**src/rtl/bmvst_pkg.sv**
```systemverilog
// ----------------------------------------------------------------------------
// bmvst_pkg
// shared constants and controller/datapath command and status types
// ----------------------------------------------------------------------------
`default_nettype none

package bmvst_pkg;

    // fixed field widths
    localparam int X_W       = 24;   // vector element, signed q7.16
    localparam int SUM_W     = 48;   // accumulator, signed q31.16
    localparam int CMD_W     = 2;
    localparam int GB_W      = 4;    // group_bits register
    localparam int NC_W      = 11;   // num_columns register
    localparam int CFG_W     = 11;   // widest register
    localparam int REG_IDX_W = 2;

    // commands
    localparam logic [CMD_W-1:0] CMD_LOAD = 2'd0;
    localparam logic [CMD_W-1:0] CMD_CODE = 2'd1;
    localparam logic [CMD_W-1:0] CMD_READ = 2'd2;

    // register indexes
    localparam logic [REG_IDX_W-1:0] REG_GROUP_BITS  = 2'd0;
    localparam logic [REG_IDX_W-1:0] REG_NUM_COLUMNS = 2'd1;

    // reset values of the registers
    localparam logic [GB_W-1:0] GROUP_BITS_RST  = 4'd4;
    localparam logic [NC_W-1:0] NUM_COLUMNS_RST = 11'd1024;

    typedef struct packed {
        logic capture_load;  // latch element from the input
        logic capture_code;  // latch code, zero element
        logic code_rd_in;    // table/accumulator reads from the input code
        logic code_rd_reg;   // same reads from the latched code
        logic code_wr;       // saturating accumulate and pointer advance
        logic read_clr;      // read and clear the read pointer's accumulator
        logic out_load;      // move read data into the output register
        logic sweep_rd;      // read one table entry of the doubling sweep
        logic sweep_end;     // close the sweep, count the element
        logic clr_step;      // one entry of the post-reset clearing pass
    } ctrl_cmd_t;

    typedef struct packed {
        logic group_full;
        logic k_last;
        logic clr_last;
        logic out_free;
    } ctrl_stat_t;

endpackage

`default_nettype wire

```
**src/rtl/bmvst_ctrl.sv**
```systemverilog
// ----------------------------------------------------------------------------
// bmvst_ctrl
// sequencer: item dispatch, table doubling sweeps, padding, clearing pass
// ----------------------------------------------------------------------------
`default_nettype none

module bmvst_ctrl (
    input  wire logic                        aclk,
    input  wire logic                        aresetn,
    input  wire logic                        s_tvalid,
    input  wire logic [bmvst_pkg::CMD_W-1:0] s_tuser,
    output logic                             s_tready,
    input  wire bmvst_pkg::ctrl_stat_t       stat,
    output bmvst_pkg::ctrl_cmd_t             cmd
);
    import bmvst_pkg::*;

    typedef enum logic [2:0] {
        ST_CLEAR,
        ST_IDLE,
        ST_SWEEP,
        ST_SWEEP_END,
        ST_PAD_CHECK,
        ST_CODE_WR,
        ST_READ_OUT
    } state_t;

    state_t           state_reg, state_next;
    logic [CMD_W-1:0] cmd_reg, cmd_next;
    logic             accept;

    assign s_tready = (state_reg == ST_IDLE);
    assign accept   = s_tvalid && s_tready;

    always_comb begin
        state_next = state_reg;
        cmd_next   = cmd_reg;
        cmd        = '0;
        unique case (state_reg)
            ST_CLEAR: begin
                cmd.clr_step = 1'b1;
                if (stat.clr_last) begin
                    state_next = ST_IDLE;
                end
            end
            ST_IDLE: begin
                if (accept) begin
                    cmd_next = s_tuser;
                    case (s_tuser)
                        CMD_LOAD: begin
                            cmd.capture_load = 1'b1;
                            if (!stat.group_full) begin
                                state_next = ST_SWEEP;
                            end
                        end
                        CMD_CODE: begin
                            cmd.capture_code = 1'b1;
                            if (stat.group_full) begin
                                cmd.code_rd_in = 1'b1;
                                state_next     = ST_CODE_WR;
                            end else begin
                                state_next = ST_SWEEP;
                            end
                        end
                        CMD_READ: begin
                            cmd.read_clr = 1'b1;
                            state_next   = ST_READ_OUT;
                        end
                        default: begin
                            state_next = ST_IDLE;
                        end
                    endcase
                end
            end
            ST_SWEEP: begin
                cmd.sweep_rd = 1'b1;
                if (stat.k_last) begin
                    state_next = ST_SWEEP_END;
                end
            end
            ST_SWEEP_END: begin
                cmd.sweep_end = 1'b1;
                state_next    = (cmd_reg == CMD_LOAD) ? ST_IDLE : ST_PAD_CHECK;
            end
            ST_PAD_CHECK: begin
                if (stat.group_full) begin
                    cmd.code_rd_reg = 1'b1;
                    state_next      = ST_CODE_WR;
                end else begin
                    state_next = ST_SWEEP;
                end
            end
            ST_CODE_WR: begin
                cmd.code_wr = 1'b1;
                state_next  = ST_IDLE;
            end
            ST_READ_OUT: begin
                if (stat.out_free) begin
                    cmd.out_load = 1'b1;
                    state_next   = ST_IDLE;
                end
            end
            default: begin
                state_next = ST_IDLE;
            end
        endcase
    end

    always_ff @(posedge aclk) begin
        if (!aresetn) begin
            state_reg <= ST_CLEAR;
            cmd_reg   <= CMD_LOAD;
        end else begin
            state_reg <= state_next;
            cmd_reg   <= cmd_next;
        end
    end

endmodule

`default_nettype wire

```
**config.mk**
```make
export PLATFORM = sky130hd
export DESIGN_NAME = bmvst_ctrl
export DESIGN_NICKNAME = d
export VERILOG_FILES = /design/src/rtl/bmvst_pkg.sv /design/src/rtl/bmvst_ctrl.sv
export SDC_FILE = /design/constraint.sdc
export NUM_CORES = 1
export LEC_CHECK = 0
export ABC_CLOCK_PERIOD_IN_PS = 1750
export BUFFER_PORTS_ARGS = -buffer_cell sky130_fd_sc_hd__clkbuf_2
export CORE_AREA = 3 3 40 42
export CTS_BUF_LIST = sky130_fd_sc_hd__clkbuf_2
export DETAILED_ROUTE_END_ITERATION = 7
export DIE_AREA = 0 0 43 45
export GPL_ROUTABILITY_DRIVEN = 0
export GPL_TIMING_DRIVEN = 0
export PLACE_DENSITY_LB_ADDON = 0.08
export SLEW_MARGIN = 20
export SYNTH_ARGS = -nofsm -noshare
export SYNTH_HDL_FRONTEND = slang
export SYNTH_SLANG_ARGS = --single-unit
```
**constraint.sdc**
```tcl
create_clock -name aclk -period 1.75 [get_ports aclk]
set_input_delay 0.175 -clock aclk [delete_from_list [all_inputs] [get_ports aclk]]
set_output_delay 0.175 -clock aclk [all_outputs]
set_load 0.1 [all_outputs]
```
==> run_results.csv, run 1 <==
group,metric,value,unit
outcome,status,"finished, final reports clean",
floorplanning,io_pins,20,
floorplanning,fp-row-count,13,
clock_network,clk_pin_slew,0.05,ns
sta,clock.fmax,611.2,MHz
clock_network,clkSinkCount,5,
route,routed_via_density,4.959,
cells_and_area,fin_area,659.4,um^2
placed_design,io_buffers,19,
sta,rsz0062_at_grt,"no",
clock_network,cts_max_path_buffers,2,
cells_and_area,syn_to_final_growth,55.00,%
worst_setup_path,worstSetupPathType,"flip-flop to primary output",
logic_synthesis,synth.largest_area_cell,"dfxtp_1",
worst_setup_path,worstPathArrival,1.46,ns
grt,grt_max_degree,11,
cells_and_area,layout_common_cells,"18 x clkbuf_2, 7 x nand2_1",
logic_synthesis,avgSynthCellArea,7.463,um^2
power_and_ir_drop,pwr-share-comb,54.5,%
route,firstDrtPassIters,4,
logic_synthesis,synthAdderAreaFrac,0,%
logic_synthesis,yosysUniqueCellTypes,25,
logic_synthesis,synth_compound_area_share,19.12,%
power_and_ir_drop,p_sw,0.0002448,W
clock_network,clk_latency,0.21,ns
sta,whs,0.2454,ns
sta,timing.clock.skew,0.002576,ns
logic_synthesis,syn_nets,66,
power_and_ir_drop,swShare,47.83,%
sta,hold_viol,0,
logic_synthesis,yosys_warnings,0,
route,vias,481,
min_path,hold_path.class,"input pin to flip-flop",
grt,antenna_found_initial,0,
grt,grt-ovfl-total,0,
power_and_ir_drop,p_int,0.0002670,W
worst_setup_path,endpoint_kind,"primary output",
run,drv_cap,0,
logic_synthesis,yosysTopAreaCellShare,23.53,%
grt,track_usage,12.02,%
cells_and_area,final_common_cell,"clkbuf_2",
sta,period_minus_slack,1.636,ns
cells_and_area,largest_reg_flops,3,
floorplanning,die_w,43,um
floorplanning,die_h,45,um
logic_synthesis,synth.cell_area,425.4,um^2
clock_network,cts_buffers,3,
grt,grt_pass1_vias,388,
power_and_ir_drop,leakage,0.2902,nW
route,wl_per_cell,10.87,um
power_and_ir_drop,pwr-share-clk,20.1,%
clock_network,htree_levels,1,
cells_and_area,layout-drive-gt1-share,52.44,%
cells_and_area,final_nets,92,
logic_synthesis,synth_top_family_by_area,"simple AND/OR/NAND/NOR gates",
cells_and_area,diodes,0,
clock_network,cts_root_buffer,"clkbuf_2",
clock_network,cts_hold_buf,0,
power_and_ir_drop,p_seq_share,25.4,%
sta,worst_pin_slew,0.5436,ns
power_and_ir_drop,p_per_area,776.1,mW/mm^2
placed_design,postPlaceCellArea,608.1,um^2
cells_and_area,fillers,135,
worst_setup_path,required,1.57,ns
route,ant_nets,0,
floorplanning,initial_core_util,33.11,%
logic_synthesis,synth_xor_area_share,0,%
sta,finalSetupViolations,0,
placed_design,hpwl,823.9,um
logic_synthesis,ys_ff_latch,5,
logic_synthesis,yosys-top-cells-area,"dfxtp_1 24%, nand2_1 7.1%, nand2b_1 5.9%",
route,wl,1.054,mm
grt,grt_first_pass_wirelength,1.697,mm
sta,min_period_over_period,93.50,%
clock_network,cts_tree,"yes",
route,drc,0,
sta,slew_headroom,63.91,%
logic_synthesis,yosysSeqAreaShare,23.53,%
logic_synthesis,netlist_instances,57,
floorplanning,die_area,0.001935,mm^2
sta,finalSetupTns,0,ns
route,first_iter_violations,12,
logic_synthesis,synth.area.mux_share,0,%
sta,drv_slew,0,
worst_setup_path,worst_setup_path_start_kind,"flip-flop",
power_and_ir_drop,peakVddDrop,379.4,uV
logic_synthesis,synth-simple-area-share,51.76,%
worst_setup_path,cp_max_fo,10,
floorplanning,coreArea,0.001285,mm^2
-- metrics by stage --
stage	std cells	worst slack (ns)	utilization (%)	total power [W]
3_5_place_dp	91	0.08485	47.32	0.0003984
5_1_grt	97	0.0008855	51.31	0.0005467
2_1_floorplan	57	-0.8151	-	0.0003513
6_report	97	0.1138	51.31	0.0005118
3_3_place_gp	91	0.07951	47.32	0.0003984
4_1_cts	95	0.03268	50.15	0.0005102
-- cells in the mapped netlist (all sizes together) --
| cell | instances |
|---|---|
| a21boi | 3 |
| a21oi | 1 |
| a32oi | 1 |
| and3b | 2 |
| and4 | 1 |
| buf | 3 |
| dfxtp | 5 |
| nand2 | 8 |
| nand2b | 4 |
| nand3 | 4 |
| nand3b | 1 |
| nand4b | 1 |
| nor2 | 6 |
| nor2b | 2 |
| nor3 | 3 |
| nor3b | 4 |
| o21a | 1 |
| o21ai | 5 |
| o31a | 1 |
| or3b | 1 |
-- cell families (layout without fill, tap and decap cells) --
group	count (synthesis)	count (layout)
buffers and inverters	3	28
AND/OR/NAND/NOR	37	37
flip-flops	5	5
AO/OA/AOI/OAI	12	12
-- layer usage --
layer	share of wire (%)	vias to the layer above	global-route usage, %
met5	0	-	0
li1	-	255	-
met1	48	213	16.50
met3	5.3	0	3.187
met4	0	0	9.036
met2	46	13	15.87
-- critical path, stage by stage (launching register included) --
cell and delay [ns]:
dfxtp_1 0.30, buf_2 0.19, nand2b_1 0.20, nor2_2 0.10, clkbuf_2 0.45
-- power by group through the flow --
stage	logic, W	clock network (W)	registers [W]
6_report	0.000279	0.000103	0.000130
5_1_grt	0.000296	0.000121	0.000131
4_1_cts	0.000269	0.000111	0.000130
3_5_place_dp	0.000266	0	0.000132
3_3_place_gp	0.000266	0	0.000132
2_1_floorplan	0.000220	0	0.000131
-- cell type report --
class | count | area (um^2) | area share (%)
repair buffers | 21 | 126.4 | 19.17
plain buffers | 3 | 23.77 | 3.605
clock buffers | 4 | 20.02 | 3.036
flip-flops and latches | 5 | 101.3 | 15.37
well taps | 15 | 18.77 | 2.846
multi-input cells | 49 | 369.1 | 55.98
-- path summary, 6_finish.rpt --
check,from,endpoint,slack (ns),cells past startpoint
max,state_reg[0],cmd[3],0.11,4
min reg2reg,cmd_reg[0],cmd_reg[0],0.46,2
min,aresetn,state_reg[0],0.25,3
max reg2reg,state_reg[0],state_reg[2],0.43,5
-- timing repair --
| action | 4_1_cts | 5_1_grt |
|---|---|---|
| pin swaps | 0 | 1 |
| endpoints found under the setup margin | 4 | 5 |
| resized for setup | 5 | 1 |
| setup buffers | 0 | 2 |
No activity file was read; power rests on OpenSTA's default activity.
==> inputs of run 2 (changes only) <==
--- a/config.mk
+++ b/config.mk
@@ -5,8 +5,10 @@
 export SDC_FILE = /design/constraint.sdc
 export NUM_CORES = 1
 export LEC_CHECK = 0
+export ABC_AREA = 1
 export ABC_CLOCK_PERIOD_IN_PS = 1750
 export BUFFER_PORTS_ARGS = -buffer_cell sky130_fd_sc_hd__clkbuf_2
+export CAP_MARGIN = 25
 export CORE_AREA = 3 3 40 42
 export CTS_BUF_LIST = sky130_fd_sc_hd__clkbuf_2
 export DETAILED_ROUTE_END_ITERATION = 7
==> run 2 against run 1 <==
  * Combinational power rose to 3.2 times the previous value
  * Register-to-register slack better by 0.06 ns
  * Clock skew up 0.00093 ns
  * Critical path depth up 4
  * Worst setup slack worse by 0.047 ns
  * Fmax down 2.8%
  * Critical endpoint is now cmd[7]
  * Area after synthesis up 2.4%
  * Final cell count up 28%
  * Global-route usage up 0.89 points
  * Worst hold slack worse by 0.065 ns
  * First-iteration DRC count down 42%
  * Critical path type unchanged
==> run_results.csv, run 2 <==
group,metric,value,unit
route,ant_nets,0,
sta,finalSetupTns,0,ns
floorplanning,die_area,0.001935,mm^2
grt,use_met3,6.375,%
route,wl,1.145,mm
cells_and_area,fin_area,770.7,um^2
grt,busiest_layer,"met2",
worst_setup_path,worstPathArrival,1.51,ns
sta,timing.clock.skew,0.003505,ns
sta,rsz0062_at_grt,"yes",
logic_synthesis,yosysTopAreaCellShare,22.99,%
outcome,status,"finished, final reports clean",
worst_setup_path,crit_buf_inv,4,
logic_synthesis,synth_edf_count,0,
logic_synthesis,ys_ff_latch,5,
route,drc,0,
route,firstDrtPassIters,4,
cells_and_area,instances_no_fill,124,
cells_and_area,syn_to_final_growth,77.01,%
placed_design,placedCellCount,113,
logic_synthesis,synth.cell_area,435.4,um^2
worst_setup_path,worst_r2r_path_depth,9,
placed_design,io_buffers,19,
logic_synthesis,synth_xor_area_share,0,%
grt,grt_first_pass_wirelength,1.897,mm
power_and_ir_drop,peakVddDrop,730.0,uV
floorplanning,initial_core_util,33.89,%
cells_and_area,diodes,0,
floorplanning,die_w,43,um
power_and_ir_drop,finalPower,0.001177,W
logic_synthesis,yosys-top-cells-area,"dfxtp_1 23%, nand2_1 20%, inv_1 10%",
cells_and_area,multi_input_area,361.6,um^2
sta,finalSetupViolations,0,
worst_setup_path,worst_setup_path_start_kind,"flip-flop",
logic_synthesis,synth.most_common_cell,"nand2_1",
sta,slew_headroom,64.03,%
clock_network,cts_max_path_buffers,2,
worst_setup_path,required,1.57,ns
cells_and_area,layout-drive-gt1-share,49.54,%
power_and_ir_drop,leakage,0.4052,nW
grt,grt_pass1_vias,474,
cells_and_area,final_nets,119,
cells_and_area,layout_common_cells,"22 x nand2_1, 18 x clkbuf_2, 10 x inv_1, 7 x nand3_1, 7 x buf_4",
clock_network,clk_latency,0.20,ns
clock_network,cts_root_buffer,"clkbuf_2",
logic_synthesis,synthArstFlopShare,0,%
sta,worst_pin_slew,0.5419,ns
floorplanning,die_h,45,um
placed_design,postPlaceCellArea,665.6,um^2
logic_synthesis,synth_top_family_by_area,"simple AND/OR/NAND/NOR gates",
logic_synthesis,yosysSeqAreaShare,22.99,%
logic_synthesis,syn_nets,88,
grt,grt_max_degree,9,
sta,drv_slew,0,
min_path,hold_depth,3,
logic_synthesis,synth_compound_area_share,7.471,%
cells_and_area,fillers,123,
placed_design,hpwl,961.5,um
logic_synthesis,synth-simple-area-share,55.46,%
logic_synthesis,avgSynthCellArea,5.512,um^2
logic_synthesis,synth_ff_type,"dfxtp_1",
worst_setup_path,r2r_setup_slack,0.49,ns
logic_synthesis,synth.top_cells.by_count,"23 x nand2_1, 12 x inv_1, 10 x nor2_1",
clock_network,cts_tree,"yes",
clock_network,cts_buffers,3,
grt,grt-ovfl-total,0,
worst_setup_path,endpoint_kind,"primary output",
cells_and_area,largest_reg_flops,3,
worst_setup_path,critPathSlowestCell,"dfxtp_2",
worst_setup_path,cp_top_family,"buffers and inverters",
logic_synthesis,netlist_instances,79,
cells_and_area,seqCellArea,103.9,um^2
sta,hold_viol,0,
run,drv_cap,0,
worst_setup_path,path_common_cell,"inv_4",
worst_setup_path,cp.depth,8,
route,first_iter_violations,7,
cells_and_area,finish.utilization,59.98,%
cells_and_area,final_common_cell,"nand2_1",
route,wl_per_cell,9.234,um
floorplanning,io_pins,20,
clock_network,htree_levels,1,
grt,met2_usage,23.05,%
logic_synthesis,synthAdderAreaFrac,0,%
logic_synthesis,synth.area.mux_share,0,%
clock_network,clk_pin_slew,0.05,ns
worst_setup_path,crit_path_cell_trace,"inv_4, nand3_4, inv_12, nand2_8, inv_4, nand2_4, nor3_4, clkbuf_16",
power_and_ir_drop,p_per_area,1527,mW/mm^2
sta,clock.fmax,594.2,MHz
route,routed_via_density,4.565,
sta,min_period_over_period,96.17,%
logic_synthesis,synth.largest_area_cell,"dfxtp_1",
floorplanning,fp-row-count,13,
floorplanning,coreArea,0.001285,mm^2
min_path,hold_path.class,"input pin to flip-flop",
worst_setup_path,worstSetupPathType,"flip-flop to primary output",
grt,track_usage,12.91,%
logic_synthesis,yosysUniqueCellTypes,16,
sta,period_minus_slack,1.683,ns
grt,antenna_found_initial,0,
clock_network,clkSinkCount,5,
logic_synthesis,yosys_warnings,0,
worst_setup_path,slowest_delay,0.37,ns
route,vias,566,
grt,grt_use_met1,14.94,%
worst_setup_path,cp_max_fo,7,
-- run 2: cell types whose count changed after synthesis, sizes merged, moves of 3 or more --
| cell | change |
|---|---|
| a21boi | -3 |
| inv | +15 |
| nand2b | -4 |
| nor3b | -4 |
| nor2 | +6 |
| nand3 | +5 |
| o21ai | -4 |
| a21oi | +3 |
| nand2 | +17 |
-- run 2: final timing paths --
check | end | start
setup reg to reg | state_reg[1] | state_reg[2]
setup / recovery | cmd[7] | state_reg[2]
hold / removal | state_reg[0] | aresetn
hold reg to reg | cmd_reg[1] | cmd_reg[1]
-- run 2: cell families (layout without fill, tap and decap cells) --
logic type	after synthesis	in the layout
AO/OA/AOI/OAI	6	6
AND/OR/NAND/NOR	52	52
flip-flops	5	5
buffers and inverters	16	46
-- run 2: cell type report --
cell class / count / share of cell area [%]
buffer: 1 / 1.461
tap: 15 / 2.435
timing repair buffer: 26 / 23.21
multi-input combinational: 58 / 46.92
sequential: 5 / 13.47
clock buffer: 4 / 2.597
inverter: 15 / 9.903
-- run 2: routing by layer --
layer / part of all wire (%) / routed length (um)
met5: 0 / 0
met4: 0 / 0
met3: 7.0 / 80
met2: 48 / 552
met1: 45 / 511
-- run 2: metrics by stage --
| stage | setup WS (ns) | hold slack (ns) |
|---|---|---|
| 2_1_floorplan | -0.1658 | 0.2881 |
| 3_3_place_gp | 0.04443 | 0.3922 |
| 3_5_place_dp | 0.03763 | 0.3998 |
| 4_1_cts | 0.001120 | 0.1681 |
| 5_1_grt | -0.03840 | 0.1541 |
| 6_report | 0.06705 | 0.1806 |
-- run 2: tightest hold or removal path, stage by stage --
cell,delay [ns]
clkbuf_2,0.09
nand2_1,0.05
nor2_1,0.03
-- run 2: what timing repair did --
| action | 4_1_cts | 5_1_grt |
|---|---|---|
| gates resized for setup | 5 | 6 |
| pin swaps | 0 | 1 |
| setup buffers | 0 | 7 |
| setup endpoints to repair | 3 | 5 |
| hold buffers | 0 | 0 |
-- run 2: power breakdown --
| group | switching [W] | total (W) | internal (W) |
|---|---|---|---|
| clock network | 0.0000408 | 0.000101 | 0.0000605 |
| logic | 0.000628 | 0.000886 | 0.000258 |
| registers | 0.0000431 | 0.000189 | 0.000146 |
